[config.mk]
export PLATFORM = sky130hd
export DESIGN_NAME = bounded_fifo_search_update_flat
export DESIGN_NICKNAME = d
export VERILOG_FILES = /design/src/sv/bfsu_pkg.sv /design/src/sv/bfsu_if.sv /design/src/sv/bounded_fifo_search_update.sv /design/src/sv/bfsu_cell.sv /design/src/flat_wrapper.sv
export SDC_FILE = /design/constraint.sdc
export NUM_CORES = 2
export LEC_CHECK = 0
export ABC_AREA = 1
export BUFFER_PORTS_ARGS = -buffer_cell sky130_fd_sc_hd__buf_2
export CELL_PAD_IN_SITES_DETAIL_PLACEMENT = 1
export CELL_PAD_IN_SITES_GLOBAL_PLACEMENT = 1
export CORE_ASPECT_RATIO = 0.75
export CORE_MARGIN = 5
export CORE_UTILIZATION = 43
export CTS_BUF_LIST = sky130_fd_sc_hd__clkbuf_8 sky130_fd_sc_hd__clkbuf_16
export CTS_CLUSTER_SIZE = 10
export DETAILED_ROUTE_END_ITERATION = 8
export PLACE_DENSITY_LB_ADDON = 0.1
export SLEW_MARGIN = 20
export SYNTH_ARGS = -nofsm -noshare
export SYNTH_HDL_FRONTEND = slang
export SYNTH_HIERARCHICAL = 1
export SYNTH_SLANG_ARGS = --single-unit
[constraint.sdc]
create_clock -name clk -period 8.55 [get_ports clk]
set_input_delay 1.2825 -clock clk [delete_from_list [all_inputs] [get_ports clk]]
set_output_delay 1.2825 -clock clk [all_outputs]
set_load 0.02 [all_outputs]
[src/sv/bfsu_pkg.sv]
// ----------------------------------------------------------------------------
// bfsu_pkg
// shared types and codes for the bounded fifo with search and update
// ----------------------------------------------------------------------------
package bfsu_pkg;

  localparam int DEPTH_DEFAULT    = 16;
  localparam int KEY_BITS_DEFAULT = 64;

  localparam int OP_BITS     = 3;
  localparam int FIELD_BITS  = 64;
  localparam int STATUS_BITS = 2;
  localparam int POS_BITS    = 5;

  localparam logic [OP_BITS-1:0] OP_INSERT = 3'd0;
  localparam logic [OP_BITS-1:0] OP_DELETE = 3'd1;
  localparam logic [OP_BITS-1:0] OP_SEARCH = 3'd2;
  localparam logic [OP_BITS-1:0] OP_UPDATE = 3'd3;
  localparam logic [OP_BITS-1:0] OP_DUMP   = 3'd4;

  localparam logic [STATUS_BITS-1:0] ST_OK       = 2'd0;
  localparam logic [STATUS_BITS-1:0] ST_FULL     = 2'd1;
  localparam logic [STATUS_BITS-1:0] ST_EMPTY    = 2'd2;
  localparam logic [STATUS_BITS-1:0] ST_NOTFOUND = 2'd3;

  typedef enum logic [1:0] {
    CELL_HOLD,
    CELL_WRITE,
    CELL_SHIFT,
    CELL_ROTATE
  } cell_cmd_t;

  typedef struct packed {
    cell_cmd_t cmd;
    logic      replace;
  } cell_ctl_t;

endpackage

[src/sv/bfsu_if.sv]
// ----------------------------------------------------------------------------
// bfsu request and response channels
// valid/ready channels carrying one item each
// ----------------------------------------------------------------------------
interface bfsu_req_if import bfsu_pkg::*; ();
  logic                  valid;
  logic                  ready;
  logic [OP_BITS-1:0]    op;
  logic [FIELD_BITS-1:0] key;
  logic [FIELD_BITS-1:0] new_value;

  modport source (output valid, op, key, new_value, input ready);
  modport sink   (input valid, op, key, new_value, output ready);
endinterface

interface bfsu_rsp_if import bfsu_pkg::*; ();
  logic                   valid;
  logic                   ready;
  logic [STATUS_BITS-1:0] status;
  logic [POS_BITS-1:0]    position;
  logic [FIELD_BITS-1:0]  entry_value;
  logic                   last;

  modport source (output valid, status, position, entry_value, last, input ready);
  modport sink   (input valid, status, position, entry_value, last, output ready);
endinterface

[src/sv/bounded_fifo_search_update.sv]
// ----------------------------------------------------------------------------
// bounded_fifo_search_update
// bounded fifo of keys with search, update and dump
// ----------------------------------------------------------------------------
// req carries op, key and new_value; rsp returns status, position,
// entry_value and last, with last set on the final result of an item.
// entries sit in a row of cells with the head in the first cell; a delete
// shifts the row one place toward the head.
// insert and delete: one result per accepted item.
// search and update: the occupied cells rotate one place per cycle past the
// head cell while rsp does not stall, count places in all, so the order is
// restored when the result appears.
// dump: the same rotation gives count results, one per cycle while rsp
// does not stall.
// one item is worked on at a time; req.ready is high only between items
// and out of reset.
// when rsp stalls, the rotation waits with the result held in the output
// register, so nothing is lost or repeated.
// reset empties the queue at once; cell contents are not cleared and are
// never read before they are written.
// ----------------------------------------------------------------------------
module bounded_fifo_search_update import bfsu_pkg::*; #(
  parameter int DEPTH    = DEPTH_DEFAULT,
  parameter int KEY_BITS = KEY_BITS_DEFAULT
) (
  input  logic       clk,
  input  logic       rst,
  bfsu_req_if.sink   req,
  bfsu_rsp_if.source rsp
);

  localparam int CW = $clog2(DEPTH + 1);

  localparam logic S_IDLE = 1'b0;
  localparam logic S_RUN  = 1'b1;

  logic                state;
  logic [OP_BITS-1:0]  op;
  logic [KEY_BITS-1:0] key;
  logic [KEY_BITS-1:0] new_value;
  logic [CW-1:0]       count;
  logic [CW-1:0]       step;
  logic                found;
  logic [CW-1:0]       found_pos;

  logic                   o_valid;
  logic [STATUS_BITS-1:0] o_status;
  logic [POS_BITS-1:0]    o_pos;
  logic [FIELD_BITS-1:0]  o_value;
  logic                   o_last;

  logic                state_next;
  logic [CW-1:0]       count_next;
  logic [CW-1:0]       step_next;
  logic                found_next;
  logic [CW-1:0]       found_pos_next;
  logic                emit;
  logic [STATUS_BITS-1:0] e_status;
  logic [POS_BITS-1:0]    e_pos;
  logic [FIELD_BITS-1:0]  e_value;
  logic                   e_last;

  cell_ctl_t           ctl;
  logic [KEY_BITS-1:0] wr_data;
  logic [KEY_BITS-1:0] cell_q [DEPTH];
  logic [KEY_BITS-1:0] head;
  logic                can_go;
  logic                is_last;
  logic                match;
  logic [CW-1:0]       step_pos;

  assign head     = cell_q[0];
  assign can_go   = (state == S_RUN) && (!o_valid || rsp.ready);
  assign is_last  = (step == count - CW'(1));
  assign match    = (head == key) && !found;
  assign step_pos = step + CW'(1);
  assign wr_data  = (op == OP_INSERT) ? key : new_value;

  assign req.ready       = (state == S_IDLE) && !rst;
  assign rsp.valid       = o_valid;
  assign rsp.status      = o_status;
  assign rsp.position    = o_pos;
  assign rsp.entry_value = o_value;
  assign rsp.last        = o_last;

  always_comb begin
    state_next     = state;
    count_next     = count;
    step_next      = step;
    found_next     = found;
    found_pos_next = found_pos;
    ctl            = '{cmd: CELL_HOLD, replace: 1'b0};
    emit           = 1'b0;
    e_status       = ST_OK;
    e_pos          = '0;
    e_value        = '0;
    e_last         = 1'b1;
    if (state == S_IDLE) begin
      if (req.valid) begin
        state_next     = S_RUN;
        step_next      = '0;
        found_next     = 1'b0;
        found_pos_next = '0;
      end
    end else if (can_go) begin
      unique case (op)
        OP_INSERT: begin
          emit       = 1'b1;
          state_next = S_IDLE;
          if (count == CW'(DEPTH)) begin
            e_status = ST_FULL;
          end else begin
            ctl.cmd    = CELL_WRITE;
            count_next = count + CW'(1);
          end
        end
        OP_DELETE: begin
          emit       = 1'b1;
          state_next = S_IDLE;
          if (count == '0) begin
            e_status = ST_EMPTY;
          end else begin
            ctl.cmd    = CELL_SHIFT;
            count_next = count - CW'(1);
          end
        end
        OP_SEARCH, OP_UPDATE: begin
          if (count == '0) begin
            emit       = 1'b1;
            e_status   = ST_EMPTY;
            state_next = S_IDLE;
          end else begin
            ctl.cmd     = CELL_ROTATE;
            ctl.replace = match && (op == OP_UPDATE);
            if (match) begin
              found_next     = 1'b1;
              found_pos_next = step_pos;
            end
            if (is_last) begin
              emit       = 1'b1;
              state_next = S_IDLE;
              if (match) begin
                e_pos = POS_BITS'(step_pos);
              end else if (found) begin
                e_pos = POS_BITS'(found_pos);
              end else begin
                e_status = ST_NOTFOUND;
              end
            end else begin
              step_next = step_pos;
            end
          end
        end
        OP_DUMP: begin
          emit = 1'b1;
          if (count == '0) begin
            e_status   = ST_EMPTY;
            state_next = S_IDLE;
          end else begin
            ctl.cmd = CELL_ROTATE;
            e_pos   = POS_BITS'(step_pos);
            e_value = FIELD_BITS'(head);
            e_last  = is_last;
            if (is_last) begin
              state_next = S_IDLE;
            end else begin
              step_next = step_pos;
            end
          end
        end
        default: begin
          state_next = S_IDLE;
        end
      endcase
    end
  end

  always_ff @(posedge clk) begin
    if (rst) begin
      state     <= S_IDLE;
      count     <= '0;
      step      <= '0;
      found     <= 1'b0;
      found_pos <= '0;
      o_valid   <= 1'b0;
    end else begin
      state     <= state_next;
      count     <= count_next;
      step      <= step_next;
      found     <= found_next;
      found_pos <= found_pos_next;
      if (emit) begin
        o_valid <= 1'b1;
      end else if (rsp.ready) begin
        o_valid <= 1'b0;
      end
    end
  end

  always_ff @(posedge clk) begin
    if (req.valid && req.ready) begin
      op        <= req.op;
      key       <= req.key[KEY_BITS-1:0];
      new_value <= req.new_value[KEY_BITS-1:0];
    end
    if (emit) begin
      o_status <= e_status;
      o_pos    <= e_pos;
      o_value  <= e_value;
      o_last   <= e_last;
    end
  end

  for (genvar i = 0; i < DEPTH; i++) begin : g_cell
    logic [KEY_BITS-1:0] nxt;
    if (i == DEPTH - 1) begin : g_end
      assign nxt = head;
    end else begin : g_mid
      assign nxt = cell_q[i+1];
    end
    bfsu_cell #(
      .INDEX    (i),
      .CW       (CW),
      .KEY_BITS (KEY_BITS)
    ) u_cell (
      .clk       (clk),
      .ctl       (ctl),
      .count     (count),
      .wr_data   (wr_data),
      .next_data (nxt),
      .head_data (head),
      .data      (cell_q[i])
    );
  end

  a_count_bound: assert property (@(posedge clk) disable iff (rst)
    count <= CW'(DEPTH))
    else $error("entry count above depth");

  a_count_step: assert property (@(posedge clk) disable iff (rst)
    (count == $past(count)) || (count == $past(count) + CW'(1)) ||
    (count == $past(count) - CW'(1)))
    else $error("entry count jumped");

  a_idle_hold: assert property (@(posedge clk) disable iff (rst)
    (state == S_IDLE) |=> (count == $past(count)))
    else $error("entry count changed while idle");

  a_emit_room: assert property (@(posedge clk) disable iff (rst)
    emit |-> (!o_valid || rsp.ready))
    else $error("result overwrote a pending item");

endmodule

[src/sv/bfsu_cell.sv]
// ----------------------------------------------------------------------------
// bfsu_cell
// one queue slot; loads a key, shifts toward the head or rotates the ring
// ----------------------------------------------------------------------------
module bfsu_cell import bfsu_pkg::*; #(
  parameter int INDEX    = 0,
  parameter int CW       = 5,
  parameter int KEY_BITS = KEY_BITS_DEFAULT
) (
  input  logic                clk,
  input  cell_ctl_t           ctl,
  input  logic [CW-1:0]       count,
  input  logic [KEY_BITS-1:0] wr_data,
  input  logic [KEY_BITS-1:0] next_data,
  input  logic [KEY_BITS-1:0] head_data,
  output logic [KEY_BITS-1:0] data
);

  logic [CW-1:0] idx;
  logic [CW-1:0] idx_plus;

  assign idx      = CW'(INDEX);
  assign idx_plus = CW'(INDEX + 1);

  always_ff @(posedge clk) begin
    unique case (ctl.cmd)
      CELL_WRITE: begin
        if (count == idx) begin
          data <= wr_data;
        end
      end
      CELL_SHIFT: begin
        data <= next_data;
      end
      CELL_ROTATE: begin
        if (idx_plus < count) begin
          data <= next_data;
        end else if (idx_plus == count) begin
          data <= ctl.replace ? wr_data : head_data;
        end
      end
      default: begin
      end
    endcase
  end

endmodule

[src/flat_wrapper.sv]
// flat-port wrapper written by rule: the top's interface ports become plain ports
module bounded_fifo_search_update_flat import bfsu_pkg::*;
#(
  parameter int DEPTH    = DEPTH_DEFAULT,
  parameter int KEY_BITS = KEY_BITS_DEFAULT
)
  (clk, rst, req_valid, req_op, req_key, req_new_value, req_ready, rsp_valid, rsp_status, rsp_position, rsp_entry_value, rsp_last, rsp_ready);
  bfsu_req_if req_i ();
  bfsu_rsp_if rsp_i ();
  input  logic clk;
  input  logic rst;
  input wire logic [$bits(req_i.valid)-1:0] req_valid;
  input wire logic [$bits(req_i.op)-1:0] req_op;
  input wire logic [$bits(req_i.key)-1:0] req_key;
  input wire logic [$bits(req_i.new_value)-1:0] req_new_value;
  output wire logic [$bits(req_i.ready)-1:0] req_ready;
  output wire logic [$bits(rsp_i.valid)-1:0] rsp_valid;
  output wire logic [$bits(rsp_i.status)-1:0] rsp_status;
  output wire logic [$bits(rsp_i.position)-1:0] rsp_position;
  output wire logic [$bits(rsp_i.entry_value)-1:0] rsp_entry_value;
  output wire logic [$bits(rsp_i.last)-1:0] rsp_last;
  input wire logic [$bits(rsp_i.ready)-1:0] rsp_ready;
  assign req_i.valid = req_valid;
  assign req_i.op = req_op;
  assign req_i.key = req_key;
  assign req_i.new_value = req_new_value;
  assign req_ready = req_i.ready;
  assign rsp_valid = rsp_i.valid;
  assign rsp_status = rsp_i.status;
  assign rsp_position = rsp_i.position;
  assign rsp_entry_value = rsp_i.entry_value;
  assign rsp_last = rsp_i.last;
  assign rsp_i.ready = rsp_ready;
  bounded_fifo_search_update #(.DEPTH(DEPTH), .KEY_BITS(KEY_BITS)) u_core (.clk(clk), .rst(rst), .req(req_i), .rsp(rsp_i));
endmodule
# Word-level counts from Yosys, hierarchy flattened
# Index checks and enable logic that the tools add are counted.
# totals
out_inout_bits	74
register_bits	1245
in_bits	135
# classes
n_bitwise	3
addsub	3
n_reduce_logical	40
muxes	120
eq_ne	81
order_cmp	16
# ops
op	n
$mux W64	50
$pmux W64 S3	16
$mux W5	18
$eq A64 B64 Y1	1
$ne A3 B3 Y1 const B	16
$reduce_and A3 Y1	16
$ne A2 B2 Y1 const B	23
$eq A4 B5 Y1 const A	8
$eq A5 B4 Y1 const B	8
$lt A4 B5 Y1 const A	8
$mux W1	21
$eq A3 B5 Y1 const A	4
$eq A5 B3 Y1 const B	4
$lt A3 B5 Y1 const A	4
$pmux W5 S2	2
$reduce_and A5 Y1	3
$mux W2	7
$add A5 B1 Y5 const B	2
$eq A2 B5 Y1 const A	2
$eq A5 B2 Y1 const B	2
$lt A2 B5 Y1 const A	2
$mux W3	3
$pmux W2 S4	1
$eq A3 B2 Y1 const B	2
other kinds (27)	40

# Logic depth before layout (Yosys ltp)
# logic_depth
ltp_word	11
ltp_mapped	18

# Hierarchy
# Netlist, hierarchy kept.
# modules_own_cells
mod	area_each_um2	instances	cells_per_inst	seq_area_each_um2
bounded_fifo_search_update	9899.5	1	996	6456.2
bfsu_cell (u_core.g_cell[11].u_cell)	6133.4	1	976	1921.8
bfsu_cell (u_core.g_cell[7].u_cell)	5993.2	1	966	1921.8
bfsu_cell (u_core.g_cell[15].u_cell)	5800.6	1	964	1921.8
bfsu_cell (u_core.g_cell[9].u_cell)	5586.6	1	777	1921.8
bfsu_cell (u_core.g_cell[8].u_cell)	5506.5	1	841	1921.8
bfsu_cell (u_core.g_cell[6].u_cell)	5446.5	1	901	1921.8
bfsu_cell (u_core.g_cell[12].u_cell)	5201.2	1	774	1921.8
bfsu_cell (u_core.g_cell[13].u_cell)	5187.5	1	832	1921.8
bfsu_cell (u_core.g_cell[3].u_cell)	5187.5	1	829	1921.8
bfsu_cell (u_core.g_cell[1].u_cell)	5109.9	1	767	1921.8
bfsu_cell (u_core.g_cell[2].u_cell)	5083.6	1	794	1921.8
bfsu_cell (u_core.g_cell[4].u_cell)	5073.6	1	784	1921.8
bfsu_cell (u_core.g_cell[0].u_cell)	5048.6	1	798	1921.8
+3 rows	n/a	n/a	n/a	n/a

# Worst setup path after synthesis
# No wires, ideal clock.
# synth_path
path_type	in2reg
startpoint	input rst
endpoint	register u_core.key[0], enable pin
arrival_ns	7.156
setup_slack_ns	0.770
path_buffers	2
path_stages	3
required_ns	7.927
cell_sequence	clkbuf_1 -> clkbuf_1 -> nor2_1
# synth_via
elab_chain_len	3
# synth_lines
element	line_no	source
start, declared	flat_wrapper.sv:11	input logic rst;
$logic_not A1 Y1	bounded_fifo_search_update.sv:79	assign req.ready = (state == S_IDLE) && !rst;
$logic_and A1 B1 Y1	bounded_fifo_search_update.sv:79	
$logic_and A1 B1 Y1	bounded_fifo_search_update.sv:201	if (req.valid && req.ready) begin
end signal, assigned	bounded_fifo_search_update.sv:203	key <= req.key[KEY_BITS-1:0];
end, declared	bounded_fifo_search_update.sv:39	logic [KEY_BITS-1:0] key;
# Every way passes these cells.
# A chain may end at the register's enable or synchronous reset.

==> impl_metrics.yaml <==
status:
  outcome: "finished, final reports clean"
critical_path:
  critPathTopFamily: "buffers and inverters"
  crit_slowest_cell: "buf_4"
  crit_path_max_fanout: 65
  max_stage_delay_ns: 0.86
  r2r-start: "u_core/op[0]"
  critPathKind: "reg2reg"
  crit_buf_inv: 8
  path_common_cell: "buf_4"
  reg2reg_depth: 14
  end_kind: "flop"
  crit_arrival_ns: 6.01
  r2r_slack_ns: 3.12
  critPathRequiredTime_ns: 9.13
  start_kind: "flop"
  critical_path.cell_chain: "nor2_1 > inv_1 > nor2_2 > buf_4 > inv_6 > and3_4 > buf_4 > inv_2 > buf_4 > or2_2 > buf_4 > o21ai_0 > inv_1 > nand2_1"
  r2r_end: "u_core/g_cell[8].u_cell/data[29]"
pwr:
  cellLeakagePower_nw: 52.4
  irDropWorstVdd_v: 0.000154
  powerDensity_nw_per_um2: 153
synth:
  netlist_area_um2: 94400
  async_flop_share_pct: 0
  ys_ff_latch: 1245
  ys.flop_type: "edfxtp_1"
  synth-edff-count: 1227
  ys_seq_area_share_pct: 39.4
  synth_cells: 14172
  syn_area_per_cell_um2: 6.66
  ys_types: 45
  yosys_warnings: 6
  synthesis.nets: 14310
clocking:
  clk_latency_ns: 0.89
  cts-root-buf: "clkbuf_16"
  cts_resized: 0
  cts.path.max_buffers: 4
  clkTransAtPathRegs_ns: 0.06
  holdBufCountCts: 0
  cts_buffers: 160
  cts_setup_buffers: 0
  cts_tree: "yes"
  clkSinkCount: 1245
  htreeDepth: 4
timing:
  setup_tns_ns: 0
  fmaxAchievable_mhz: 184
  fin_crit_ns: 5.43
  setup_violations: 0
  fin_skew_ns: 0.0818
  tightest_slew_ns: 1.26
  hold_viol: 0
  relSlewSlack_pct: 15.8
  rsz0062_at_grt: "false"
  report.final.slew_viol_count: 0
  fin_crit_sh_pct: 63.5
floorplanning:
  ios: 209
  initial_core_util_pct: 43.1
  rows: 149
  die_height_um: 416
  die_x_um: 551
  dieArea_um2: 229000
  core_um2: 219000
routing:
  wl_mm: 459
  drt_iter0_drc: 11121
  drt_first_pass_iters: 6
  via_count: 99633
  ant_nets: 0
  vias_per_cell: 5.85
  route.detailed.drc: 0
  post_drt_wl_per_cell_um: 26.9
min_path:
  hp-class: "reg2reg"
  holdPathEnd: "u_core/found_pos[0]"
  min-delay-start: "u_core/found_pos[0]"
  whs_path_depth: 2
placement:
  dp_hpwl_mm: 278
  io_buffers: 208
  routabilityCongestion: 0.944
layout:
  nNetsFinal: 14141
  syn_to_final_growth_pct: 7.10
  fillCellCount: 28666
  final-seq-area_um2: 37200
  fin_util_pct: 46.2
  final_common_cell: "nand2_1"
  layout_common_cells: "5441 x nand2_1, 2727 x inv_1, 1227 x edfxtp_1"
  drive_above_1_share_pct: 7.80
  multi_input_area_um2: 42300
grt:
  grtUsageTotal_pct: 38.6
  grt_pass1_wl_mm: 662
  grt_max_degree: 189
  antenna_found_initial: 39
  first_global_vias: 100461
  overflow: 0
run:
  drv_cap: 0
## per-stage QoR
step	std cells	cell area, um^2	setup slack, ns	total power [mW]	hold slack (ns)
after detailed placement	16785	96600	3.17	9.19	0.485
after floorplan	14172	94400	0.770	8.38	0.460
final	17037	101000	3.12	15.4	0.489
after CTS	17026	101000	3.26	15.4	0.494
after global placement	16785	96600	3.19	9.09	0.490
after global routing	17028	101000	3.05	15.9	0.515
## registers in the layout, summed over array words and instances, names as in the netlist, 2 cells and up
name,flops
u_core/op,3
u_core/rsp.position,5
u_core/g_cell.u_cell/data,1024
u_core/rsp.status,2
u_core/new_value,64
u_core/found_pos,5
u_core/step,5
u_core/key,64
u_core/count,5
u_core/rsp.entry_value,64
## synthesized netlist by cell type (all sizes together), types with 85 or more instances
cell    instances  area [um^2]
nand4         143          907
buf           667         4690
o21bai        168         1260
edfxtp       1227        36800
a21boi         85          638
inv          2734        10300
nand2        5506        20700
nor2          785         3020
o21ai         946         5230
clkbuf        147          732
nand3        1292         6790
a21oi         257         1430
## layer usage
metal,routed length [um],GRT usage [%],vias up
met2,201000,60.4,5069
li1,-,-,43361
met5,149,0,-
met4,31300,22.0,26
met3,46500,8.93,1420
met1,180000,49.0,49757
## where the power goes
group | internal, mW | total (mW) | switching [mW]
Combinational | 0.552 | 2.17 | 1.62
Clock | 3.45 | 6.28 | 2.83
Sequential | 6.90 | 6.97 | 0.0731
Total | 10.9 | 15.4 | 4.52
## cell families after synthesis
family / synth area share [%]
AOI/OAI and AO/OA: 10.0
adders and majority gates: 0.0398
buffers and inverters: 16.6
DFF: 39.4
and+or+nand+nor: 33.4
xor gates and xnor gates: 0.445
## worst min-delay path: stages, from the launching register on
cell,delay [ns]
dfxtp_1,0.31
nand3_1,0.07
a21oi_1,0.06
## final cells by class
cell class | instances | area share [%]
Clock inverter | 78 | 0.370
Timing Repair Buffer | 483 | 3.15
Antenna cell | 11 | 0.0272
Tap cell | 2944 | 3.64
Inverter | 2734 | 10.2
Multi-Input combinational cell | 9379 | 41.8
Sequential cell | 1245 | 36.8
Clock buffer | 163 | 4.03
## how the worst max path moves through the flow
stage	from	end	slack, ns	cells after the start
final	u_core/op[0]	u_core/g_cell[8].u_cell/data[29]	3.12	14
after global routing	u_core/op[0]	u_core/g_cell[8].u_cell/data[31]	3.05	14
after CTS	u_core/g_cell[0].u_cell/data[18]	u_core/g_cell[4].u_cell/data[43]	3.26	19
after detailed placement	rsp_ready	u_core/g_cell[14].u_cell/data[41]	3.17	13
after global placement	rsp_ready	u_core/g_cell[14].u_cell/data[20]	3.19	13
after floorplan	rst	u_core/key[0]	0.77	3
(Power assumes the default switching activity.)
